**src/rtl/fuzzy_subsequence_scorer_assert.svh**
```systemverilog
// Assertion helpers for the scorer RTL.
// Define ASSERT_OFF to compile them out.
`ifndef FUZZY_SUBSEQUENCE_SCORER_ASSERT_SVH
`define FUZZY_SUBSEQUENCE_SCORER_ASSERT_SVH
`ifndef ASSERT_OFF
// Same-cycle implication
`define FSS_ASSERT_IMPL(name, clk_sig, rst_sig, ante, cons, msg) \
  name: assert property (@(posedge clk_sig) disable iff (rst_sig) (ante) |-> (cons)) \
    else $error(msg);
// Next-cycle implication
`define FSS_ASSERT_NEXT(name, clk_sig, rst_sig, ante, cons, msg) \
  name: assert property (@(posedge clk_sig) disable iff (rst_sig) (ante) |=> (cons)) \
    else $error(msg);
`else
`define FSS_ASSERT_IMPL(name, clk_sig, rst_sig, ante, cons, msg)
`define FSS_ASSERT_NEXT(name, clk_sig, rst_sig, ante, cons, msg)
`endif
`endif

```
**src/rtl/fss_pkg.sv**
```systemverilog
package fss_pkg;

  // Byte lane width of the candidate string and the query
  localparam int CHAR_W = 8;

  // Configuration port
  localparam int CFG_INDEX_W = 1;
  localparam int CFG_DATA_W  = 64;
  localparam int QLEN_W      = 4;

  localparam logic [CFG_INDEX_W-1:0] REG_QUERY_CHARS  = 1'd0;
  localparam logic [CFG_INDEX_W-1:0] REG_QUERY_LENGTH = 1'd1;

  // Length bound of the candidate string and score format
  localparam int MAX_STRING      = 1024;
  localparam int SCORE_FRAC_BITS = 16;
  localparam int POS_W           = $clog2(MAX_STRING + 1);
  localparam int SCORE_W         = SCORE_FRAC_BITS + 1;

  // ASCII case fold: upper-case letters map to lower case
  function automatic logic [CHAR_W-1:0] fold_char(input logic [CHAR_W-1:0] c);
    logic [CHAR_W-1:0] f;
    f = c;
    if (c >= 8'h41 && c <= 8'h5A) begin
      f = c + 8'h20;
    end
    return f;
  endfunction

endpackage

```
**src/rtl/fss_if.sv**
```systemverilog
// Candidate string channel: one byte per beat
interface fss_char_if import fss_pkg::*; ();
  logic              valid;
  logic              ready;
  logic [CHAR_W-1:0] character;
  logic              last_char;
  logic              empty_string;

  modport source (output valid, character, last_char, empty_string, input ready);
  modport sink   (input valid, character, last_char, empty_string, output ready);
endinterface

// Result channel: one beat per candidate string
interface fss_result_if import fss_pkg::*; ();
  logic               valid;
  logic               ready;
  logic [POS_W-1:0]   window_length;
  logic [POS_W-1:0]   string_length;
  logic [SCORE_W-1:0] match_score;
  logic               too_long;

  modport source (output valid, window_length, string_length, match_score, too_long,
                  input ready);
  modport sink   (input valid, window_length, string_length, match_score, too_long,
                  output ready);
endinterface

```
**src/rtl/fuzzy_subsequence_scorer.sv**
```systemverilog
// Channel       Dir  Beat
// char_stream   in   character, last_char, empty_string
// result        out  window_length, string_length, match_score, too_long
// cfg_*         in   write enable, register index, data (query_chars, query_length)
//
// Each byte is taken from the beat, then matched against each query position, up to
// the query length capped at MAX_QUERY, on the single compare/update unit.
// With an empty query, and for bytes past MAX_STRING, no query positions are run.
// The last byte adds a finish step, then one multiply and SCORE_FRAC_BITS + 4 divide
// steps in the divider and a hand-over of the quotient (only when there is a match),
// then the result is posted.
// Reset is synchronous; it clears the query, position, prefix flags, window and overflow.
// char_stream is ready only between bytes; a result held on a stalled output
// does not block the next string's bytes until that string's own result is due.
module fuzzy_subsequence_scorer import fss_pkg::*; #(
  parameter int MAX_QUERY = 8
) (
  input  logic                   clk,
  input  logic                   rst,
  input  logic                   cfg_write,
  input  logic [CFG_INDEX_W-1:0] cfg_index,
  input  logic [CFG_DATA_W-1:0]  cfg_data,
  fss_char_if.sink               char_stream,
  fss_result_if.source           result
);

  `include "fuzzy_subsequence_scorer_assert.svh"

  localparam int IDX_W   = $clog2(MAX_STRING);
  localparam int KW      = (MAX_QUERY > 1) ? $clog2(MAX_QUERY) : 1;
  localparam int NUM_W   = SCORE_FRAC_BITS + QLEN_W;

  localparam logic [SCORE_W-1:0] SCORE_ONE = {1'b1, {SCORE_FRAC_BITS{1'b0}}};

  localparam logic [2:0] ST_IDLE   = 3'd0;
  localparam logic [2:0] ST_SCAN   = 3'd1;
  localparam logic [2:0] ST_FINISH = 3'd2;
  localparam logic [2:0] ST_DIV    = 3'd3;
  localparam logic [2:0] ST_EMIT   = 3'd4;

  // Configuration
  logic [CFG_DATA_W-1:0] query_chars;
  logic [QLEN_W-1:0]     query_length;
  logic [QLEN_W-1:0]     qlen;

  // Per-string state
  logic [2:0]       state;
  logic [KW-1:0]    k;
  logic [CHAR_W-1:0] ch;
  logic             last;
  logic [IDX_W-1:0] prefix_start [MAX_QUERY];
  logic [MAX_QUERY-1:0] prefix_valid;
  logic [POS_W-1:0] position;
  logic [POS_W-1:0] best_window;
  logic             overflow_seen;

  // Staged result
  logic [POS_W-1:0]   res_window;
  logic [POS_W-1:0]   res_length;
  logic [SCORE_W-1:0] res_score;
  logic               res_too_long;

  // Compare/update unit
  logic             q_match;
  logic             prev_ok;
  logic             hit;
  logic             at_top;
  logic [IDX_W-1:0] new_start;
  logic [IDX_W-1:0] pos_idx;
  logic [POS_W-1:0] win;

  logic             accept;
  logic             div_start;
  logic             div_done;
  logic [NUM_W-1:0] div_quot;

  always_ff @(posedge clk) begin
    if (rst) begin
      query_chars  <= '0;
      query_length <= '0;
    end else if (cfg_write) begin
      case (cfg_index)
        REG_QUERY_CHARS:  query_chars  <= cfg_data;
        REG_QUERY_LENGTH: query_length <= cfg_data[QLEN_W-1:0];
        default: ;
      endcase
    end
  end

  assign qlen = (query_length > QLEN_W'(MAX_QUERY)) ? QLEN_W'(MAX_QUERY) : query_length;

  assign char_stream.ready = (state == ST_IDLE);
  assign accept            = char_stream.valid && char_stream.ready;

  // One query position per cycle, from the top prefix down
  always_comb begin
    pos_idx   = position[IDX_W-1:0];
    q_match   = fold_char(query_chars[8*k +: 8]) == ch;
    prev_ok   = (k == '0) || prefix_valid[k - KW'(1)];
    hit       = q_match && prev_ok;
    new_start = (k == '0) ? pos_idx : prefix_start[k - KW'(1)];
    at_top    = QLEN_W'(k) == (qlen - QLEN_W'(1));
    win       = POS_W'(pos_idx - new_start) + POS_W'(1);
  end

  assign div_start = (state == ST_FINISH) && (qlen != '0) && (position != '0) &&
                     (best_window != '0);

  fss_divider #(
    .NUM_W (NUM_W),
    .FAC_W (POS_W)
  ) u_div (
    .clk      (clk),
    .rst      (rst),
    .start    (div_start),
    .numer    ({qlen, {SCORE_FRAC_BITS{1'b0}}}),
    .factor_a (best_window),
    .factor_b (position),
    .done     (div_done),
    .quotient (div_quot)
  );

  // Sequencer
  always_ff @(posedge clk) begin
    if (rst) begin
      state         <= ST_IDLE;
      k             <= '0;
      prefix_valid  <= '0;
      position      <= '0;
      best_window   <= '0;
      overflow_seen <= 1'b0;
      result.valid  <= 1'b0;
    end else begin
      if (result.ready && (state != ST_EMIT)) begin
        result.valid <= 1'b0;
      end
      case (state)
        ST_IDLE: begin
          if (accept) begin
            ch   <= fold_char(char_stream.character);
            last <= char_stream.last_char;
            if (char_stream.empty_string) begin
              res_window   <= '0;
              res_length   <= '0;
              res_score    <= (qlen == '0) ? SCORE_ONE : '0;
              res_too_long <= 1'b0;
              state        <= ST_EMIT;
            end else if (position >= POS_W'(MAX_STRING)) begin
              overflow_seen <= 1'b1;
              state         <= char_stream.last_char ? ST_FINISH : ST_IDLE;
            end else if (qlen == '0) begin
              position <= position + POS_W'(1);
              state    <= char_stream.last_char ? ST_FINISH : ST_IDLE;
            end else begin
              k     <= KW'(qlen - QLEN_W'(1));
              state <= ST_SCAN;
            end
          end
        end
        ST_SCAN: begin
          if (hit) begin
            prefix_start[k] <= new_start;
            prefix_valid[k] <= 1'b1;
            if (at_top && (best_window == '0 || win < best_window)) begin
              best_window <= win;
            end
          end
          if (k == '0) begin
            position <= position + POS_W'(1);
            state    <= last ? ST_FINISH : ST_IDLE;
          end else begin
            k <= k - KW'(1);
          end
        end
        ST_FINISH: begin
          res_length   <= position;
          res_too_long <= overflow_seen;
          res_window   <= (qlen == '0) ? '0 : best_window;
          res_score    <= (qlen == '0) ? SCORE_ONE : '0;
          state        <= div_start ? ST_DIV : ST_EMIT;
        end
        ST_DIV: begin
          if (div_done) begin
            res_score <= div_quot[SCORE_W-1:0];
            state     <= ST_EMIT;
          end
        end
        ST_EMIT: begin
          // Post when the output register is free, then start a fresh string
          if (!result.valid || result.ready) begin
            result.valid         <= 1'b1;
            result.window_length <= res_window;
            result.string_length <= res_length;
            result.match_score   <= res_score;
            result.too_long      <= res_too_long;
            prefix_valid         <= '0;
            position             <= '0;
            best_window          <= '0;
            overflow_seen        <= 1'b0;
            state                <= ST_IDLE;
          end
        end
        default: begin
          state <= ST_IDLE;
        end
      endcase
    end
  end

  `FSS_ASSERT_IMPL(a_post_from_emit, clk, rst, $rose(result.valid),
                   $past(state) == ST_EMIT, "result posted outside emit")
  `FSS_ASSERT_IMPL(a_overflow_len, clk, rst, result.valid && result.too_long,
                   result.string_length == POS_W'(MAX_STRING), "overflow with short length")
  `FSS_ASSERT_IMPL(a_window_fits, clk, rst, result.valid,
                   result.window_length <= result.string_length, "window longer than string")
  `FSS_ASSERT_IMPL(a_scan_in_range, clk, rst, state == ST_SCAN,
                   position < POS_W'(MAX_STRING), "matching past the length bound")

endmodule

```
**src/rtl/fss_divider.sv**
```systemverilog
`include "fuzzy_subsequence_scorer_assert.svh"

// Multiply two factors into a denominator, then restoring division,
// one quotient bit per cycle, MSB first.
module fss_divider #(
  parameter int NUM_W = 20,
  parameter int FAC_W = 11
) (
  input  logic             clk,
  input  logic             rst,
  input  logic             start,
  input  logic [NUM_W-1:0] numer,
  input  logic [FAC_W-1:0] factor_a,
  input  logic [FAC_W-1:0] factor_b,
  output logic             done,
  output logic [NUM_W-1:0] quotient
);

  localparam int DEN_W = 2 * FAC_W;
  localparam int CNT_W = $clog2(NUM_W);

  localparam logic [1:0] DV_IDLE = 2'd0;
  localparam logic [1:0] DV_MUL  = 2'd1;
  localparam logic [1:0] DV_RUN  = 2'd2;

  logic [1:0]       state;
  logic [CNT_W-1:0] cnt;
  logic [FAC_W-1:0] fac_a;
  logic [FAC_W-1:0] fac_b;
  logic [DEN_W-1:0] den;
  logic [DEN_W-1:0] rem;
  logic [NUM_W-1:0] dividend;

  logic [DEN_W:0]   rem_shift;
  logic             fits;
  logic [DEN_W:0]   diff;

  // One restoring step
  always_comb begin
    rem_shift = {rem, dividend[NUM_W-1]};
    fits      = rem_shift >= {1'b0, den};
    diff      = rem_shift - {1'b0, den};
  end

  // Pulse after the final division step
  always_ff @(posedge clk) begin
    if (rst) begin
      done <= 1'b0;
    end else begin
      done <= (state == DV_RUN) && (cnt == CNT_W'(NUM_W - 1));
    end
  end

  always_ff @(posedge clk) begin
    if (rst) begin
      state <= DV_IDLE;
      cnt   <= '0;
    end else begin
      case (state)
        DV_IDLE: begin
          if (start) begin
            fac_a    <= factor_a;
            fac_b    <= factor_b;
            dividend <= numer;
            state    <= DV_MUL;
          end
        end
        DV_MUL: begin
          den   <= fac_a * fac_b;
          rem   <= '0;
          cnt   <= '0;
          state <= DV_RUN;
        end
        DV_RUN: begin
          rem      <= fits ? diff[DEN_W-1:0] : rem_shift[DEN_W-1:0];
          quotient <= {quotient[NUM_W-2:0], fits};
          dividend <= {dividend[NUM_W-2:0], 1'b0};
          cnt      <= cnt + CNT_W'(1);
          if (cnt == CNT_W'(NUM_W - 1)) begin
            state <= DV_IDLE;
          end
        end
        default: begin
          state <= DV_IDLE;
        end
      endcase
    end
  end

  `FSS_ASSERT_IMPL(a_start_idle, clk, rst, start, state == DV_IDLE, "divider started while busy")
  `FSS_ASSERT_NEXT(a_mul_to_run, clk, rst, state == DV_MUL, state == DV_RUN,
                   "multiply step skipped")
  `FSS_ASSERT_IMPL(a_done_after_run, clk, rst, done, $past(state) == DV_RUN && state == DV_IDLE,
                   "done without a final division step")

endmodule
```
**src/flat_wrapper.sv**
```systemverilog
// flat-port wrapper written by rule: the top's interface ports become plain ports
module fuzzy_subsequence_scorer_flat import fss_pkg::*;
#(
  parameter int MAX_QUERY = 8
)
  (clk, rst, cfg_write, cfg_index, cfg_data, char_stream_valid, char_stream_character, char_stream_last_char, char_stream_empty_string, char_stream_ready, result_valid, result_window_length, result_string_length, result_match_score, result_too_long, result_ready);
  fss_char_if char_stream_i ();
  fss_result_if result_i ();
  input  logic clk;
  input  logic rst;
  input  logic cfg_write;
  input  logic [CFG_INDEX_W-1:0] cfg_index;
  input  logic [CFG_DATA_W-1:0] cfg_data;
  input wire logic [$bits(char_stream_i.valid)-1:0] char_stream_valid;
  input wire logic [$bits(char_stream_i.character)-1:0] char_stream_character;
  input wire logic [$bits(char_stream_i.last_char)-1:0] char_stream_last_char;
  input wire logic [$bits(char_stream_i.empty_string)-1:0] char_stream_empty_string;
  output wire logic [$bits(char_stream_i.ready)-1:0] char_stream_ready;
  output wire logic [$bits(result_i.valid)-1:0] result_valid;
  output wire logic [$bits(result_i.window_length)-1:0] result_window_length;
  output wire logic [$bits(result_i.string_length)-1:0] result_string_length;
  output wire logic [$bits(result_i.match_score)-1:0] result_match_score;
  output wire logic [$bits(result_i.too_long)-1:0] result_too_long;
  input wire logic [$bits(result_i.ready)-1:0] result_ready;
  assign char_stream_i.valid = char_stream_valid;
  assign char_stream_i.character = char_stream_character;
  assign char_stream_i.last_char = char_stream_last_char;
  assign char_stream_i.empty_string = char_stream_empty_string;
  assign char_stream_ready = char_stream_i.ready;
  assign result_valid = result_i.valid;
  assign result_window_length = result_i.window_length;
  assign result_string_length = result_i.string_length;
  assign result_match_score = result_i.match_score;
  assign result_too_long = result_i.too_long;
  assign result_i.ready = result_ready;
  fuzzy_subsequence_scorer #(.MAX_QUERY(MAX_QUERY)) u_core (.clk(clk), .rst(rst), .cfg_write(cfg_write), .cfg_index(cfg_index), .cfg_data(cfg_data), .char_stream(char_stream_i), .result(result_i));
endmodule
```
**config.mk**
```make
export PLATFORM = sky130hd
export DESIGN_NAME = fuzzy_subsequence_scorer_flat
export DESIGN_NICKNAME = d
export VERILOG_FILES = /design/src/rtl/fss_pkg.sv /design/src/rtl/fss_if.sv /design/src/rtl/fuzzy_subsequence_scorer.sv /design/src/rtl/fss_divider.sv /design/src/flat_wrapper.sv
export VERILOG_INCLUDE_DIRS = /design/src /design/src/rtl
export SDC_FILE = /design/constraint.sdc
export NUM_CORES = 1
export LEC_CHECK = 0
export BUFFER_PORTS_ARGS = -buffer_cell sky130_fd_sc_hd__buf_2
export CORE_MARGIN = 1
export CORE_UTILIZATION = 41
export DETAILED_ROUTE_END_ITERATION = 12
export GPL_ROUTABILITY_DRIVEN = 1
export PLACE_DENSITY = 0.62
export SLEW_MARGIN = 40
export SYNTH_ARGS = -nofsm -noshare
export SYNTH_HDL_FRONTEND = slang
export SYNTH_HIERARCHICAL = 1
export SYNTH_SLANG_ARGS = --single-unit
```
**constraint.sdc**
```tcl
create_clock -name clk -period 7.4 [get_ports clk]
set_input_delay 2.22 -clock clk [delete_from_list [all_inputs] [get_ports clk]]
set_output_delay 2.22 -clock clk [all_outputs]
set_load 0.005 [all_outputs]
```
== Yosys cells after proc, flatten, opt, wreduce, memory -nomap -nowiden ==
Memory sizes are Yosys's and may differ from the RTL's.
Cells that the tools add are included.

* Register bits after elaboration: 306
* Bits in latches: 0
* Memory bits (writable): 80
* Memory bits (read-only): 0
* Logic and storage cells: 199
* Memories: 1

{| class="wikitable"
|+ Memories
! name !! depth !! width !! read ports !! clocked after Yosys merged registers in !! write ports !! RTL line !! source
|-
| u_core.prefix_start || 8 || 10 || 1 || 0 || 1 || fuzzy_subsequence_scorer.sv:51 || <nowiki>logic [IDX_W-1:0] prefix_start [MAX_QUERY];</nowiki>
|}

* Add/sub/neg operators: 9
* Multipliers: 1
* Div/mod/pow operators: 0
* Magnitude comparators: 11
* Equality and inequality tests: 25
* Shift-type cells: 1
* Mux-type cells: 71
* Bitwise operators: 3
* Reductions and logical operators: 49

{| class="wikitable"
|+ Operators with widths
! operator !! count
|-
| 11-bit 2-to-1 mux || 11
|-
| 17-bit 2-to-1 mux || 4
|-
| 11-bit case mux with 2 select lines || 3
|-
| 64-bit by 7-bit indexed part select with 8-bit output || 1
|-
| 17-bit case mux with 3 select lines || 1
|-
| 22-bit case mux with 2 select lines || 1
|-
| 20-bit case mux with 2 select lines || 1
|-
| 3-bit 2-to-1 mux || 13
|-
| 11-bit case mux with 3 select lines || 1
|-
| 8-bit 2-to-1 mux || 4
|-
| 23-bit by 22-bit greater-or-equal comparator with 1-bit output || 1
|-
| 11-bit by 1-bit adder with 11-bit output (second input constant) || 2
|-
| 11-bit by 11-bit multiplier with 22-bit output || 1
|-
| 22-bit 2-to-1 mux || 1
|-
| 11-bit nonzero test || 2
|-
| 22-bit subtractor || 1
|-
| 20-bit 2-to-1 mux || 1
|-
| 2-bit inequality test (second input constant) || 9
|-
| 8-bit by 6-bit adder with 8-bit output (second input constant) || 2
|-
| 8-bit by 7-bit greater-or-equal comparator with 1-bit output (second input constant) || 2
|-
| 8-bit by 7-bit <= comparator with 1-bit output (second input constant) || 2
|-
| 8-bit case mux with 2 select lines || 1
|-
| 1-bit 2-to-1 mux || 15
|-
| 3-bit case mux with 5 select lines || 1
|-
| 46 further kinds || 89
|}

== Longest topological paths before layout ==
An unclocked memory read counts as a cell.

* Word-level depth: 11
* Depth in mapped cells: 32

== By module ==
The synthesis kept the hierarchy.

{| class="wikitable"
|+ By module, submodules not included
! module !! times used !! cells an instance !! area each (um^2)
|-
| fuzzy_subsequence_scorer || 1 || 1,035 || 12,056.6
|-
| fss_divider || 1 || 937 || 9,584.2
|}

== Worst setup path before layout ==
No wires, ideal clock.

* Path kind: register to register
* From: reg u_core.k[0]
* To: reg u_core.best_window[4]
* Setup time: 0.071 ns
* Data arrival time: 5.869 ns
* Slack: 1.461 ns
* Stages on the path, launching flop included: 32
* Clock period less this slack: 5.939 ns
* Cells stage by stage: dfxtp_1 -> buf_4 -> buf_4 -> buf_2 -> buf_1 -> mux4_2 -> mux2i_1 -> o21ai_0 -> ha_1 -> inv_1 -> ha_1 -> inv_1 -> fa_1 -> nor2b_1 -> o21ai_0 -> a21boi_0 -> o21ai_0 -> a21boi_0 -> o21a_1 -> nor2_1 -> xnor2_1 -> ha_1 -> o21a_1 -> o21ai_0 -> a21o_1 -> o41ai_1 -> o31ai_1 -> nand4_1 -> o31ai_2 -> buf_6 -> nand3_1 -> a21oi_1

* Cells in the longest elaborated chain, start to end: 10

{| class="wikitable"
|+ RTL lines
! what !! RTL line !! source
|-
| start, declared || fuzzy_subsequence_scorer.sv:48 || <nowiki>logic [KW-1:0] k;</nowiki>
|-
| start signal, assigned || fuzzy_subsequence_scorer.sv:155 || <nowiki>k <= KW'(qlen - QLEN_W'(1));</nowiki>
|-
| start signal, assigned || fuzzy_subsequence_scorer.sv:172 || <nowiki>k <= k - KW'(1);</nowiki>
|-
| 3-bit by 1-bit subtractor with 3-bit output || fuzzy_subsequence_scorer.sv:101 || <nowiki>new_start = (k == '0) ? pos_idx : prefix_start[k - KW'(1)];</nowiki>
|-
| memory read 8 x 10 bit || - ||
|-
| 10-bit 2-to-1 mux * || fuzzy_subsequence_scorer.sv:101 ||
|-
| net u_core.new_start[1] || fuzzy_subsequence_scorer.sv:68 || <nowiki>logic [IDX_W-1:0] new_start;</nowiki>
|-
| 10-bit by 10-bit subtractor with 11-bit output * || fuzzy_subsequence_scorer.sv:103 || <nowiki>win = POS_W'(pos_idx - new_start) + POS_W'(1);</nowiki>
|-
| 11-bit by 1-bit adder with 11-bit output * || fuzzy_subsequence_scorer.sv:103 ||
|-
| 11-bit < comparator || fuzzy_subsequence_scorer.sv:164 || <nowiki>if (at_top && (best_window == '0 || win < best_window)) begin</nowiki>
|-
| 1-bit logical OR || fuzzy_subsequence_scorer.sv:164 ||
|-
| 1-bit logical AND || fuzzy_subsequence_scorer.sv:164 ||
|-
| 2-bit by 1-bit inequality test with 1-bit output (no line) || - ||
|-
| 4-bit AND reduction (no line) || - ||
|-
| end signal, assigned || fuzzy_subsequence_scorer.sv:165 || <nowiki>best_window <= win;</nowiki>
|-
| end, declared || fuzzy_subsequence_scorer.sv:54 || <nowiki>logic [POS_W-1:0] best_window;</nowiki>
|}

The timed path passes the listed nets; every way through them passes the cells marked *. The select of a mux whose other input is x is not followed.
A chain may end at the register's enable or synchronous reset.

== Worst setup path after layout ==
* From: reg u_core.k[0]
* To: reg u_core.best_window[10]

Same word-level chain as after synthesis.

==> impl_metrics.csv <==
group,metric,value,unit
final_layout,insertedDiodeCount,0,
final_layout,register_area,10500,µm²
sta,fmaxAchievable,156,MHz
sta,finalSetupTns,0,ps
sta,finalCritPeriodShare,0.868,
floorplanning,die_w,231,µm
cts,cts_hold_buf,0,
worst_setup_path,cp_data_required_time,7850,ps
power_and_ir_drop,pwr-share-clk,0.398,
hold_path,hp-class,"reg2reg",
cts,numClockSinks,386,
run,cap_violations,0,
final_layout,final_common_cell,"edfxtp_1",
power_and_ir_drop,pwr-share-comb,0.127,
final_layout,nets,2363,
floorplanning,rows,83,
floorplanning,dieArea,53500,µm²
place,hpwl,34300,µm
worst_setup_path,cp.arrival,6870,ps
final_layout,n_fill_cell,4726,
synth,synth.avg_cell_area,10.9,µm²
sta,rsz0062_at_grt,"false",
worst_setup_path,start_kind,"flop",
power_and_ir_drop,seqPwrFrac,0.475,
detailed_routing,wirelength,47500,µm
cts,cts-root-buf,"clkbuf_16",
final_layout,layout-drive-gt1-share,0.142,
sta,final_max_slew_viol_count,0,
cts,post_cts_buffers,0,
cts,ctsResizeCount,0,
cts,clk_transition_reported_paths,60,ps
global_route,grt_pass1_wl,76800,µm
cts,htree_levels,2,
sta,hold_viol,0,
global_route,grt_usage,0.180,
detailed_routing,drtIter0Drc,994,
detailed_routing,dr_total_vias,14700,
sta,worst_pin_slew,737,ps
sta,finalSetupViolations,0,
sta,whs,408,ps
synth,yosys_warnings,6,
sta,period_minus_slack,6420,ps
synth,syn_area,21600,µm²
power_and_ir_drop,power_density,208,nW/µm²
cts,numCtsBuffers,42,
global_route,grt_overflow,0,
cts,cts.path.max_buffers,3,
power_and_ir_drop,p_int,3800,µW
worst_setup_path,cp-end-kind,"flop",
detailed_routing,wl_per_cell,17.0,µm
final_layout,multi_input_area,10100,µm²
place,post_dp_cell_area,22900,µm²
floorplanning,core,51600,µm²
detailed_routing,via_per_inst,5.27,
synth,netlist_instances,1969,
worst_setup_path,crit_fanout,44,
sta,max-slew-margin-rel,0.509,
floorplanning,start_util,0.418,
global_route,grt_max_degree,65,
final_layout,finalInstanceArea,24300,µm²
sta,skew,19.1,ps
final_layout,syn_to_final_growth,12.7,%
power_and_ir_drop,swShare,0.249,
final_layout,layout_common_cells,"edfxtp_1 (272), nand2_1 (269), inv_1 (181)",
cts,cts_tree,"built",
floorplanning,ios,122,
place,gp_congestion,0.850,
global_route,grt_pass1_vias,14700,
power_and_ir_drop,power.total,5050,µW
power_and_ir_drop,p_leak,0.00967,µW
global_route,antenna_found_initial,3,
floorplanning,die_h,231,µm
cts,clkLatencyLatePin,560,ps
place,numPortBuffers,121,
detailed_routing,ant_nets,0,
power_and_ir_drop,ir_drop,194,µV
power_and_ir_drop,p_switching,1260,µW
detailed_routing,firstDrtPassIters,5,
worst_setup_path,path_class,"reg2reg",
detailed_routing,drc,0,
worst_setup_path,cp_slowest_cell,"mux4_2",
worst_setup_path,critical_path.max_stage_delay,590,ps
run_status,status,"finished, final reports clean",
registers in the layout, summed over array words and instances, names as in the netlist, 17 cells and up:
signal,flops
u_core/u_div/dividend,20
u_core/u_div/rem,22
u_core/result.match_score,17
u_core/u_div/den,22
u_core/u_div/quotient,17
u_core/res_score,17
u_core/query_chars,64
u_core/prefix_start,80
power groups by stage:
| stage | clock, µW | sequential [µW] | combinational (µW) |
|---|---|---|---|
| after floorplan | 0 | 2430 | 465 |
| after global placement | 0 | 2450 | 628 |
| after detailed placement | 0 | 2450 | 640 |
| after CTS | 2060 | 2400 | 644 |
| after global routing | 2140 | 2400 | 723 |
| final | 2010 | 2400 | 644 |
metrics by stage:
stage               instances  utilization  worst slack, ps
floorplan                1984            -             1460
global placement         2711        0.443              867
detailed placement       2714        0.444              564
CTS                      2788        0.470              540
global route             2788        0.470              237
finish                   2788        0.470              980
worst paths after layout:
path / cells past startpoint / endpoint / slack [ps] / from
max reg2reg: 27 / u_core/best_window[10] / 980 / u_core/k[0]
max: 27 / u_core/best_window[10] / 980 / u_core/k[0]
min: 0 / u_core/result.match_score[16] / 410 / u_core/res_score[16]
min reg2reg: 0 / u_core/result.match_score[16] / 410 / u_core/res_score[16]
per-layer routing:
layer	global-route usage	vias to the layer above	wire length, µm
li1	-	7085	-
met1	0.234	7200	20800
met2	0.308	316	23100
met3	0.0276	88	2250
met4	0.0550	4	1220
met5	0	-	23
final cells by class:
cell class              instances  share of cell area
multi-input cells            1323               0.418
inverters                     183              0.0283
clock buffers                  60              0.0508
well taps                     680              0.0350
repair buffers                142              0.0337
clock inverters                14             0.00397
flip-flops and latches        386               0.431
worst max-delay path, delay by kind of cell, from the launching register on:
kind	cells	cell delay [ps]
AO/OA/AOI/OAI	14	2780
adder cells (fa/ha/maj)	4	1200
multiplexers	2	740
buffers and inverters	3	670
AND/OR/NAND/NOR	3	380
flip-flops	1	320
XOR/XNOR	1	210
(Power assumes the default switching activity.)
